**src/brce_pkg.sv**
```systemverilog
// ----------------------------------------------------------------------------
// brce_pkg
// Shared types and constants of the BER REAL content encoder.
// ----------------------------------------------------------------------------
package brce_pkg;

    localparam int QueueDepth = 2;

    typedef enum logic [1:0] {
        KIND_FINITE,
        KIND_INF,
        KIND_ZERO,
        KIND_NAN
    } kind_t;

    localparam logic [7:0]  OCT_POS_INF = 8'h40;
    localparam logic [7:0]  OCT_NEG_INF = 8'h41;
    localparam logic [7:0]  FMT_BINARY  = 8'h80;
    localparam logic [7:0]  FMT_NEG     = 8'h40;
    localparam logic [10:0] EXP_SPECIAL = 11'h7ff;
    localparam logic [11:0] EXP_BIAS    = 12'd1022;
    localparam logic [11:0] EXP_DENORM  = 12'hc03;  // -1021

    // One classified value, ready for octet emission
    typedef struct packed {
        kind_t       kind;
        logic        neg;
        logic        xlen2;     // exponent takes two octets
        logic [11:0] xexp;      // two's complement exponent X
        logic [2:0]  mlen;      // significand octets, 1..7
        logic [55:0] sig;       // left-aligned significand
        logic [3:0]  total;     // content octet count
    } desc_t;

endpackage

```
**src/brce_ifs.sv**
```systemverilog
// ----------------------------------------------------------------------------
// brce_ifs
// Valid/ready channels of the encoder: value input and octet output.
// ----------------------------------------------------------------------------
interface brce_in_if;
    logic        valid;
    logic        ready;
    logic [63:0] value_bits;

    modport source (output valid, output value_bits, input ready);
    modport sink (input valid, input value_bits, output ready);
endinterface

interface brce_out_if;
    logic       valid;
    logic       ready;
    logic [7:0] octet;
    logic       last;
    logic       empty_res;
    logic       invalid;
    logic [3:0] content_length;

    modport source (
        output valid, output octet, output last, output empty_res,
        output invalid, output content_length, input ready
    );
    modport sink (
        input valid, input octet, input last, input empty_res,
        input invalid, input content_length, output ready
    );
endinterface

```
**src/brce_front.sv**
```systemverilog
// ----------------------------------------------------------------------------
// brce_front
// Accepts a binary64 pattern, classifies it, normalizes denormals one byte
// per cycle, then sizes exponent and significand and hands a descriptor on.
// ----------------------------------------------------------------------------
module brce_front (
    input  logic            clk,
    input  logic            rst_n,
    brce_in_if.sink         req,
    output logic            desc_valid,
    input  logic            desc_ready,
    output brce_pkg::desc_t desc
);
    import brce_pkg::*;

    logic        busy_reg;
    kind_t       kind_reg;
    logic        neg_reg;
    logic [52:0] sig_reg;
    logic [11:0] e_reg;

    logic        accept;
    logic        done;
    logic        norm_step;
    logic [10:0] bexp;
    logic [51:0] frac;
    kind_t       kind_in;
    logic [2:0]  lz;
    logic [55:0] sig56;
    logic [2:0]  mlen;
    logic [11:0] xexp;
    logic        xlen2;

    function automatic logic [2:0] lead_zeros(input logic [7:0] b);
        logic [2:0] n;
        logic       found;
        n = 3'd0;
        found = 1'b0;
        for (int i = 7; i >= 0; i--)
        begin
            if (!found)
            begin
                if (b[i])
                    found = 1'b1;
                else
                    n = n + 3'd1;
            end
        end
        return n;
    endfunction

    function automatic logic [2:0] sig_len(input logic [55:0] s);
        logic [2:0] n;
        n = 3'd1;
        for (int i = 0; i < 7; i++)
        begin
            if (s[55 - 8 * i -: 8] != 8'h00)
                n = 3'(i + 1);
        end
        return n;
    endfunction

    assign bexp = req.value_bits[62:52];
    assign frac = req.value_bits[51:0];

    always_comb
    begin
        if (bexp == EXP_SPECIAL)
            kind_in = (frac != '0) ? KIND_NAN : KIND_INF;
        else if (bexp == '0 && frac == '0)
            kind_in = KIND_ZERO;
        else
            kind_in = KIND_FINITE;
    end

    assign done      = busy_reg && (kind_reg != KIND_FINITE || sig_reg[52]);
    assign norm_step = busy_reg && kind_reg == KIND_FINITE && !sig_reg[52];
    assign req.ready = !busy_reg || (done && desc_ready);
    assign accept    = req.valid && req.ready;
    assign lz        = lead_zeros(sig_reg[52:45]);

    // Sizing of the normalized significand and the written exponent
    assign sig56 = {sig_reg, 3'b000};
    assign mlen  = sig_len(sig56);
    assign xexp  = e_reg - {6'd0, mlen, 3'b000};
    assign xlen2 = |(xexp[11:7] ^ {5{xexp[11]}});

    assign desc_valid = done;
    always_comb
    begin
        desc.kind  = kind_reg;
        desc.neg   = neg_reg;
        desc.xlen2 = xlen2;
        desc.xexp  = xexp;
        desc.mlen  = mlen;
        desc.sig   = sig56;
        desc.total = 4'd2 + {3'd0, xlen2} + {1'b0, mlen};
    end

    always_ff @(posedge clk or negedge rst_n)
    begin
        if (!rst_n)
        begin
            busy_reg <= 1'b0;
        end
        else if (accept)
        begin
            busy_reg <= 1'b1;
        end
        else if (done && desc_ready)
        begin
            busy_reg <= 1'b0;
        end
    end

    always_ff @(posedge clk)
    begin
        if (accept)
        begin
            kind_reg <= kind_in;
            neg_reg  <= req.value_bits[63];
            if (bexp != '0)
            begin
                sig_reg <= {1'b1, frac};
                e_reg   <= {1'b0, bexp} - EXP_BIAS;
            end
            else
            begin
                sig_reg <= {1'b0, frac};
                e_reg   <= EXP_DENORM;
            end
        end
        else if (norm_step)
        begin
            // Shift a whole byte while the top byte is clear, else finish
            if (sig_reg[52:45] == 8'h00)
            begin
                sig_reg <= {sig_reg[44:0], 8'h00};
                e_reg   <= e_reg - 12'd8;
            end
            else
            begin
                sig_reg <= sig_reg << lz;
                e_reg   <= e_reg - {9'd0, lz};
            end
        end
    end

endmodule

```
**src/brce_queue.sv**
```systemverilog
// ----------------------------------------------------------------------------
// brce_queue
// Short descriptor queue between classification and octet emission.
// ----------------------------------------------------------------------------
module brce_queue #(
    parameter int DEPTH = brce_pkg::QueueDepth
) (
    input  logic            clk,
    input  logic            rst_n,
    input  logic            push_valid,
    output logic            push_ready,
    input  brce_pkg::desc_t push_data,
    output logic            head_valid,
    output brce_pkg::desc_t head,
    input  logic            pop
);
    import brce_pkg::*;

    localparam int PtrW = (DEPTH > 1) ? $clog2(DEPTH) : 1;
    localparam int CntW = $clog2(DEPTH + 1);

    desc_t             entry_reg [DEPTH];
    logic [PtrW-1:0]   wr_ptr_reg;
    logic [PtrW-1:0]   rd_ptr_reg;
    logic [CntW-1:0]   count_reg;
    logic              push;

    function automatic logic [PtrW-1:0] bump(input logic [PtrW-1:0] p);
        return (p == PtrW'(DEPTH - 1)) ? '0 : p + 1'b1;
    endfunction

    assign push_ready = count_reg != CntW'(DEPTH);
    assign push       = push_valid && push_ready;
    assign head_valid = count_reg != '0;
    assign head       = entry_reg[rd_ptr_reg];

    always_ff @(posedge clk or negedge rst_n)
    begin
        if (!rst_n)
        begin
            wr_ptr_reg <= '0;
            rd_ptr_reg <= '0;
            count_reg  <= '0;
        end
        else
        begin
            if (push)
                wr_ptr_reg <= bump(wr_ptr_reg);
            if (pop)
                rd_ptr_reg <= bump(rd_ptr_reg);
            case ({push, pop})
                2'b10:   count_reg <= count_reg + 1'b1;
                2'b01:   count_reg <= count_reg - 1'b1;
                default: count_reg <= count_reg;
            endcase
        end
    end

    always_ff @(posedge clk)
    begin
        if (push)
            entry_reg[wr_ptr_reg] <= push_data;
    end

endmodule

```
**src/brce_back.sv**
```systemverilog
// ----------------------------------------------------------------------------
// brce_back
// Walks the head descriptor one octet per beat into the output register.
// ----------------------------------------------------------------------------
module brce_back (
    input  logic            clk,
    input  logic            rst_n,
    input  logic            head_valid,
    input  brce_pkg::desc_t head,
    output logic            pop,
    brce_out_if.source      rsp
);
    import brce_pkg::*;

    logic [3:0]      k_reg;
    logic            valid_reg;
    logic [7:0]      octet_reg;
    logic            last_reg;
    logic            empty_reg;
    logic            invalid_reg;
    logic [3:0]      len_reg;

    logic            load;
    logic [7:0]      octet;
    logic            last;
    logic [3:0]      len;
    logic [3:0]      jw;
    logic [2:0]      j;
    logic [6:0][7:0] sig_bytes;
    logic [7:0]      x_hi;
    logic [7:0]      x_lo;

    assign load      = head_valid && (!valid_reg || rsp.ready);
    assign sig_bytes = head.sig;
    assign x_hi      = {{4{head.xexp[11]}}, head.xexp[11:8]};
    assign x_lo      = head.xexp[7:0];
    assign jw        = k_reg - 4'd2 - {3'd0, head.xlen2};
    assign j         = jw[2:0];

    always_comb
    begin
        octet = 8'h00;
        last  = 1'b1;
        len   = 4'd0;
        unique case (head.kind) inside
            KIND_FINITE:
            begin
                len  = head.total;
                last = k_reg == head.total - 4'd1;
                if (k_reg == 4'd0)
                    octet = FMT_BINARY | (head.neg ? FMT_NEG : 8'h00)
                            | {7'd0, head.xlen2};
                else if (k_reg == 4'd1)
                    octet = head.xlen2 ? x_hi : x_lo;
                else if (k_reg == 4'd2 && head.xlen2)
                    octet = x_lo;
                else
                    octet = sig_bytes[3'd6 - j];
            end
            KIND_INF:
            begin
                octet = head.neg ? OCT_NEG_INF : OCT_POS_INF;
                len   = 4'd1;
            end
            KIND_ZERO, KIND_NAN:
            begin
                octet = 8'h00;
            end
            default:
            begin
                octet = 8'h00;
            end
        endcase
    end

    assign pop = load && last;

    always_ff @(posedge clk or negedge rst_n)
    begin
        if (!rst_n)
        begin
            k_reg     <= '0;
            valid_reg <= 1'b0;
        end
        else
        begin
            if (load)
            begin
                valid_reg <= 1'b1;
                k_reg     <= last ? 4'd0 : k_reg + 4'd1;
            end
            else if (rsp.ready)
            begin
                valid_reg <= 1'b0;
            end
        end
    end

    always_ff @(posedge clk)
    begin
        if (load)
        begin
            octet_reg   <= octet;
            last_reg    <= last;
            empty_reg   <= head.kind == KIND_ZERO;
            invalid_reg <= head.kind == KIND_NAN;
            len_reg     <= len;
        end
    end

    assign rsp.valid          = valid_reg;
    assign rsp.octet          = octet_reg;
    assign rsp.last           = last_reg;
    assign rsp.empty_res      = empty_reg;
    assign rsp.invalid        = invalid_reg;
    assign rsp.content_length = len_reg;

endmodule

```
**src/ber_real_content_encoder.sv**
```systemverilog
// ----------------------------------------------------------------------------
// ber_real_content_encoder
// BER REAL content octets (base 2, F = 0) of a binary64 value.
// ----------------------------------------------------------------------------
// Input channel req carries one binary64 pattern per beat. Output channel rsp
// carries the content octets in transmission order, one per beat, with last
// on the final octet and content_length repeated on every octet. Zero and NaN
// give a single beat flagged empty_res or invalid; infinity gives one octet.
// A finite value gives 3 to 10 octets.
// A normal value passes the front registers, the descriptor queue and the
// output register; a denormal is first normalized in steps, each shifting
// out a whole byte of leading zeros or the final bit offset of the leading
// one. Throughput: while rsp is ready the octet sequencer sends one octet
// per cycle; a value holds the output for one beat per octet (1 to 10). The
// front classifies the next value meanwhile, parks it in the queue of
// QUEUE_DEPTH entries and takes a new value as soon as it hands one off.
// When rsp is stalled the output register holds its beat, the queue fills
// and then req.ready drops. Reset empties the queue and the output register.
// ----------------------------------------------------------------------------
module ber_real_content_encoder #(
    parameter int QUEUE_DEPTH = brce_pkg::QueueDepth
) (
    input  logic       clk,
    input  logic       rst_n,
    brce_in_if.sink    req,
    brce_out_if.source rsp
);
    import brce_pkg::*;

    logic  desc_valid;
    logic  desc_ready;
    desc_t desc;
    logic  head_valid;
    desc_t head;
    logic  pop;

    brce_front u_front (
        .clk        (clk),
        .rst_n      (rst_n),
        .req        (req),
        .desc_valid (desc_valid),
        .desc_ready (desc_ready),
        .desc       (desc)
    );

    brce_queue #(
        .DEPTH (QUEUE_DEPTH)
    ) u_queue (
        .clk        (clk),
        .rst_n      (rst_n),
        .push_valid (desc_valid),
        .push_ready (desc_ready),
        .push_data  (desc),
        .head_valid (head_valid),
        .head       (head),
        .pop        (pop)
    );

    brce_back u_back (
        .clk        (clk),
        .rst_n      (rst_n),
        .head_valid (head_valid),
        .head       (head),
        .pop        (pop),
        .rsp        (rsp)
    );

    a_special_single: assert property (@(posedge clk) disable iff (!rst_n)
        rsp.valid && (rsp.empty_res || rsp.invalid)
            |-> rsp.last && rsp.content_length == 4'd0)
        else $error("zero or NaN result is not a single empty beat");

    a_flags_exclusive: assert property (@(posedge clk) disable iff (!rst_n)
        rsp.valid |-> !(rsp.empty_res && rsp.invalid))
        else $error("empty and invalid flagged together");

    a_finite_length: assert property (@(posedge clk) disable iff (!rst_n)
        head_valid && head.kind == KIND_FINITE
            |-> head.total >= 4'd3 && head.total <= 4'd10)
        else $error("finite value sized outside 3..10 octets");

    a_pop_on_last: assert property (@(posedge clk) disable iff (!rst_n)
        pop |=> rsp.valid && rsp.last)
        else $error("descriptor retired without a last beat");

endmodule
```
**src/flat_wrapper.sv**
```systemverilog
// flat-port wrapper written by rule: the top's interface ports become plain ports
module ber_real_content_encoder_flat import brce_pkg::*;
#(
    parameter int QUEUE_DEPTH = brce_pkg::QueueDepth
)
  (clk, rst_n, req_valid, req_value_bits, req_ready, rsp_valid, rsp_octet, rsp_last, rsp_empty_res, rsp_invalid, rsp_content_length, rsp_ready);
  brce_in_if req_i ();
  brce_out_if rsp_i ();
  input  logic clk;
  input  logic rst_n;
  input wire logic [$bits(req_i.valid)-1:0] req_valid;
  input wire logic [$bits(req_i.value_bits)-1:0] req_value_bits;
  output wire logic [$bits(req_i.ready)-1:0] req_ready;
  output wire logic [$bits(rsp_i.valid)-1:0] rsp_valid;
  output wire logic [$bits(rsp_i.octet)-1:0] rsp_octet;
  output wire logic [$bits(rsp_i.last)-1:0] rsp_last;
  output wire logic [$bits(rsp_i.empty_res)-1:0] rsp_empty_res;
  output wire logic [$bits(rsp_i.invalid)-1:0] rsp_invalid;
  output wire logic [$bits(rsp_i.content_length)-1:0] rsp_content_length;
  input wire logic [$bits(rsp_i.ready)-1:0] rsp_ready;
  assign req_i.valid = req_valid;
  assign req_i.value_bits = req_value_bits;
  assign req_ready = req_i.ready;
  assign rsp_valid = rsp_i.valid;
  assign rsp_octet = rsp_i.octet;
  assign rsp_last = rsp_i.last;
  assign rsp_empty_res = rsp_i.empty_res;
  assign rsp_invalid = rsp_i.invalid;
  assign rsp_content_length = rsp_i.content_length;
  assign rsp_i.ready = rsp_ready;
  ber_real_content_encoder #(.QUEUE_DEPTH(QUEUE_DEPTH)) u_core (.clk(clk), .rst_n(rst_n), .req(req_i), .rsp(rsp_i));
endmodule
```
**config.mk**
```make
export PLATFORM = sky130hd
export DESIGN_NAME = ber_real_content_encoder_flat
export DESIGN_NICKNAME = d
export VERILOG_FILES = /design/src/brce_pkg.sv /design/src/brce_ifs.sv /design/src/brce_front.sv /design/src/brce_queue.sv /design/src/brce_back.sv /design/src/ber_real_content_encoder.sv /design/src/flat_wrapper.sv
export SDC_FILE = /design/constraint.sdc
export NUM_CORES = 1
export LEC_CHECK = 0
export BUFFER_PORTS_ARGS = -buffer_cell sky130_fd_sc_hd__buf_2
export CAP_MARGIN = 25
export CORE_MARGIN = 3
export CORE_UTILIZATION = 59
export DETAILED_ROUTE_END_ITERATION = 12
export PLACE_DENSITY = 0.8
export SLEW_MARGIN = 20
export SYNTH_ARGS = -nofsm -noshare
export SYNTH_HDL_FRONTEND = slang
export SYNTH_SLANG_ARGS = --single-unit
export TNS_END_PERCENT = 30
```
**constraint.sdc**
```tcl
create_clock -name clk -period 6.91 [get_ports clk]
set_input_delay 1.7275 -clock clk [delete_from_list [all_inputs] [get_ports clk]]
set_output_delay 1.7275 -clock clk [all_outputs]
set_load 0.02 [all_outputs]
```
Word-level counts from Yosys, hierarchy flattened
Memories as Yosys holds them, arrays and structs flattened.
Cells that the tools add are included.
{ "word_totals": {"mem_bits_rw": 152, "register_bits": 93, "output_inout_bits": 17, "n_memories": 1, "elab_cells": 154, "in_bits": 68} }
{ "memory_table": {"columns": ["name", "depth", "width", "read_ports", "rd_clocked_by_memory_dff", "write_ports", "line", "rtl"], "rows": [
  ["u_core.u_queue.entry_reg", 2, 76, 1, 0, 1, "brce_queue.sv:22", "desc_t entry_reg [DEPTH];"]
]} }
{ "op_classes": {"n_eq_ne": 10, "n_lt_le_gt_ge": 1, "n_mux": 66, "n_reduce_logical": 36, "add_sub_neg": 22, "shift": 1, "bitwise_logic": 2} }
{ "ops": {"columns": ["op", "count"], "rows": [
  ["53-bit two-way mux", 4],
  ["3-bit two-way mux", 19],
  ["53-bit by 3-bit << shifter with 53-bit output", 1],
  ["52-bit zero test", 1],
  ["52-bit nonzero test", 1],
  ["12-bit two-way mux", 4],
  ["8-bit nonzero test", 6],
  ["8-bit two-way mux", 5],
  ["8-bit binary-select mux with 3-bit select", 1],
  ["1-bit two-way mux", 24],
  ["3-bit by 1-bit adder with 3-bit output, second input constant", 7],
  ["8-bit case mux with 2 select lines", 1],
  ["2-bit nonzero test", 6],
  ["11-bit by 10-bit subtractor with 12-bit output, second input constant", 1],
  ["12-bit by 3-bit subtractor with 12-bit output", 1],
  ["12-bit by 4-bit subtractor with 12-bit output, second input constant", 1],
  ["12-bit by 6-bit subtractor with 12-bit output", 1],
  ["11-bit equality test, second input constant", 1],
  ["11-bit zero test", 1],
  ["11-bit nonzero test", 1],
  ["1-bit logical AND", 9],
  ["8-bit zero test", 1],
  ["2-bit two-way mux", 4],
  ["8-bit by 1-bit bitwise OR with 8-bit output", 1],
  ["other kinds (27)", 36]
]} }

Longest topological paths before layout
{ "logic_depth": {"ltp_word": 26, "ltp_mapped": 32, "mapped_depth_nobuf": 30} }

Hierarchy
Synthesis repeated with hierarchy kept, for this count alone.
{ "unflattened": {"cells_unflattened": 1039, "hier_area_um2": 14056.0} }
{ "modules_own_cells": {"columns": ["mod", "area_per_inst_um2", "seq_area_each_um2", "cells_each", "instances"], "rows": [
  ["brce_queue", 6288.5, 4844.6, 262, 1],
  ["brce_front", 6030.8, 2067.0, 595, 1],
  ["brce_back", 1736.7, 575.6, 182, 1]
]} }

Worst setup path before layout
OpenSTA, ideal clock, no wires.
{ "synth_path": {"path_type": "register to register", "startpoint": "register u_core.u_front.sig_reg[52]", "endpoint": "register u_core.u_front.e_reg[11], data pin", "setup_slack_ps": 992, "arrival_time_ps": 5648, "setup_time_ps": 270, "t_required_ps": 6640, "n_path_buf": 2, "period_less_slack_ps": 5918, "path_stages_with_launch": 32, "cell_sequence": "edfxtp_1 -> buf_2 -> or2_2 -> inv_1 -> ha_1 -> nor2_1 -> nor2_1 -> ha_1 -> mux2i_1 -> a21oi_1 -> ha_1 -> mux2_2 -> ha_1 -> nand2b_1 -> a31oi_1 -> ha_1 -> nand3_1 -> o21ai_0 -> ha_1 -> nor2b_1 -> xnor2_1 -> o311ai_2 -> and3_1 -> buf_2 -> nor2_4 -> ha_1 -> o21ai_0 -> a21oi_2 -> a2111oi_4 -> nand2_1 -> xor2_1 -> a21oi_1"} }
{ "synth_via": {"elab_chain_len": 26, "word_cells_on_any_way": 39, "cone_classes": "8 x add/sub; 25 x mux; 6 x reduce/logical"} }
{ "synth_lines": {"columns": ["item", "line", "rtl"], "rows": [
  ["from (decl)", "brce_front.sv:19", "logic [52:0] sig_reg;"],
  ["from (signal assigned)", "brce_front.sv:124", "sig_reg <= {1'b1, frac};"],
  ["from (signal assigned)", "brce_front.sv:129", "sig_reg <= {1'b0, frac};"],
  ["from (signal assigned)", "brce_front.sv:138", "sig_reg <= {sig_reg[44:0], 8'h00};"],
  ["1-bit two-way mux", "brce_front.sv:43", "if (b[i])"],
  ["3-bit by 1-bit adder with 3-bit output", "brce_front.sv:46", "n = n + 3'd1;"],
  ["3-bit two-way mux", "brce_front.sv:43", null],
  ["3-bit two-way mux", "brce_front.sv:41", "if (!found)"],
  ["3-bit by 1-bit adder with 3-bit output", "brce_front.sv:46", null],
  ["3-bit two-way mux", "brce_front.sv:43", null],
  ["3-bit two-way mux", "brce_front.sv:41", null],
  ["3-bit by 1-bit adder with 3-bit output", "brce_front.sv:46", null],
  ["[... 10 more ...]", null, null],
  ["3-bit two-way mux", "brce_front.sv:41", null],
  ["3-bit by 1-bit adder with 3-bit output", "brce_front.sv:46", null],
  ["3-bit two-way mux", "brce_front.sv:43", null],
  ["3-bit two-way mux", "brce_front.sv:41", null],
  ["12-bit by 3-bit subtractor with 12-bit output", "brce_front.sv:144", "e_reg <= e_reg - {9'd0, lz};"],
  ["12-bit two-way mux", "brce_front.sv:136", "if (sig_reg[52:45] == 8'h00)"],
  ["12-bit two-way mux", "brce_front.sv:133", "else if (norm_step)"],
  ["12-bit two-way mux (*)", "brce_front.sv:118", "if (accept)"],
  ["to (signal assigned)", "brce_front.sv:125", "e_reg <= {1'b0, bexp} - EXP_BIAS;"],
  ["to (signal assigned)", "brce_front.sv:139", "e_reg <= e_reg - 12'd8;"],
  ["to (signal assigned)", "brce_front.sv:144", null],
  ["to (decl)", "brce_front.sv:20", "logic [11:0] e_reg;"]
]} }
Mark *: on every way between the ends. The rest lies on a longest branch, timed or not. The select of a mux whose other input is x is not followed.
A chain may end at the register's enable or synchronous reset.

Final worst setup path
Same ends and word-level chain as after synthesis.

==> results.py <==
metrics = {
    "outcome": {
        "status": "completed",
    },
    "logic_synthesis": {
        "yosysTopAreaCell": "edfxtp_1",
        "yosysWarnings": 0,
        "async_flop_share_pct": 4.18,
        "synth.most_common_cell": "edfxtp_1",
        "synth_top_area_share_pct": 52.9,
        "yosysSeqAreaShare_pct": 54.9,
        "syn_inst": 1071,
        "netlist_area_um2": 13000,
        "synth_seq_cells": 239,
        "synth-edff-count": 229,
        "synth_top_flop_cell": "edfxtp_1",
        "synth_common_cells": "229 x edfxtp_1, 123 x nand2_1, 117 x mux2i_1",
        "synth.distinct_cells": 62,
        "postSynthNetCount": 1166,
        "synth_area_leaders": "edfxtp_1 53%, mux2i_1 9.0%, mux4_2 3.6%",
        "synth_area_per_cell_um2": 12.1,
    },
    "clock_network": {
        "cts_resized": 0,
        "clk_pin_slew_ps": 60,
        "cts_setup_buffers": 0,
        "cts_tree": "yes",
        "cts_root_buf": "clkbuf_16",
        "clockBufferDepth": 3,
        "htree_levels": 1,
        "clk_latency_ps": 540,
        "cts_sinks": 239,
        "cts_buffers": 26,
        "hold_buffers": 0,
    },
    "finish": {
        "area_delta_synth_final_pct": 11.6,
        "nFillCells": 1557,
        "multi_input_area_um2": 5490,
        "fin_area_um2": 14500,
        "drive_above_1_share_pct": 17.1,
        "postLayoutCoreUtil_pct": 67.9,
        "nets": 1229,
        "regArea_um2": 7130,
        "antenna_cells": 0,
        "largest_register_ffs": 146,
    },
    "timing": {
        "fmax_mhz": 153,
        "hold_violations": 0,
        "slew_headroom_pct": 33.4,
        "whs_ps": 491,
        "fin_crit_sh_pct": 94.8,
        "slew_violations": 0,
        "fin_skew_ps": 16.3,
        "tightest_slew_ps": 998,
        "period_needed_ps": 6550,
        "setup_viol": 0,
        "rsz0062_at_grt": "false",
        "tns_ps": 0,
    },
    "critical_path": {
        "cp_common_cell": "ha_1",
        "crit_path_start": "u_core.u_front.sig_reg[52]",
        "cp-end-kind": "register",
        "cp.arrival_ps": 6790,
        "critPathKind": "reg -> reg",
        "start_kind": "register",
        "worstPathRequired_ps": 7150,
        "slowest_delay_ps": 530,
        "cp_max_fo": 11,
        "slowest_stage": "edfxtp_1",
        "r2r_start": "u_core.u_front.sig_reg[52]",
    },
    "die": {
        "die_area_um2": 23800,
        "die_h_um": 154,
        "ios": 85,
        "core_um2": 21400,
        "die_x_um": 154,
        "start_util_pct": 60.8,
        "rows": 53,
    },
    "power": {
        "power.density_nw_per_um2": 585,
        "p_total_w": 0.00848,
        "p_leak_nw": 5.54,
        "peakVddDrop_uv": 439,
    },
    "routing": {
        "drt_iter0_drc": 1118,
        "drc": 0,
        "wl_per_cell_um": 23.2,
        "wirelength_um": 33100,
        "final_antenna_net_count": 0,
        "dr.pass1.iters": 5,
        "vias": 9452,
        "vias_per_cell": 6.62,
    },
    "grt": {
        "grt_max_degree": 74,
        "grt_use_total_pct": 27.6,
        "antenna_found_initial": 1,
        "grt_pass1_vias": 9261,
        "grt_pass1_wl_um": 51900,
        "overflow": 0,
    },
    "placement": {
        "placed_area_um2": 13600,
        "port_buffers": 84,
        "gp_congestion": 0.898,
        "dp_hpwl_um": 22600,
    },
    "worst_hold_path": {
        "hold_class": "reg -> reg",
        "hp-start": "u_core.u_front.neg_reg",
    },
    "run": {
        "cap_violations": 0,
    },
}
-- logic make-up (layout without fill, tap and decap cells) --
logic type	after synthesis	in the layout	synth area share, %
DFF	239	239	54.9
buffers and inverters	97	179	3.20
muxes	155	155	14.1
and+or+nand+nor	325	325	12.0
xor gates and xnor gates	41	41	2.76
adders and majority gates	27	27	2.72
AOI/OAI and AO/OA	187	187	10.3
-- layer usage --
| metal | vias up | GRT usage [%] | wire length (um) | part of all wire (%) |
|---|---|---|---|---|
| met5 | - | 0 | 0 | 0 |
| met4 | 0 | 10.4 | 1290 | 3.9 |
| met3 | 83 | 5.48 | 3310 | 10 |
| met2 | 527 | 43.3 | 15600 | 47 |
| met1 | 4588 | 38.5 | 12900 | 39 |
| li1 | 4254 | - | - | - |
-- layout by cell type (no fill, tap or decap), types with 26 or more instances in the layout --
master / netlist / layout
nor4_1: 26 / 26
nand3_1: 45 / 45
clkbuf_16: 0 / 27
a21oi_1: 39 / 38
o21ai_0: 31 / 31
nand2_1: 123 / 122
a221o_1: 34 / 34
buf_2: 20 / 84
edfxtp_1: 229 / 229
inv_1: 32 / 30
mux2i_1: 117 / 117
nor2_1: 59 / 58
-- worst max-delay path, delay by kind of cell, from the launching register on --
family / cells / cell delay [ps]
buf+inv: 1 / 70
xor+xnor: 2 / 340
flops: 1 / 530
compound gates: 8 / 1660
fa+ha+maj: 7 / 1830
mux: 2 / 340
simple gates: 9 / 1490
-- path summary, 6_finish.rpt --
check | end | cells after the start | slack, ps
max in group asynchronous | u_core.u_queue.rd_ptr_reg | 1 | 5650
min in group asynchronous | u_core.u_back.k_reg[2] | 1 | 1050
worst min-delay path | u_core.u_queue.entry_reg[0][73] | 0 | 490
worst max-delay path | u_core.u_front.e_reg[11] | 29 | 360
worst min register to register | u_core.u_queue.entry_reg[0][73] | 0 | 490
worst max register to register | u_core.u_front.e_reg[11] | 29 | 360
-- power breakdown --
part	switching (W)	total, W	internal (W)
Combinational	0.00228	0.00380	0.00152
Sequential	0.000653	0.00326	0.00260
Clock	0.000557	0.00142	0.000858
Total	0.00349	0.00848	0.00499
-- through the flow --
step           setup WS, ps  cells
2_1_floorplan           992   1071
3_3_place_gp            691   1381
3_5_place_dp            449   1381
4_1_cts                 409   1428
5_1_grt                6.97   1428
6_report                359   1428
-- final cells by class --
cell class	instances	area share [%]
sequential	239	49.2
multi-input combinational	735	37.9
clock buffer	30	4.74
timing repair buffer	99	3.68
tap	275	2.37
clock inverter	17	1.29
inverter	33	0.855
No activity file was read; power rests on OpenSTA's default activity.
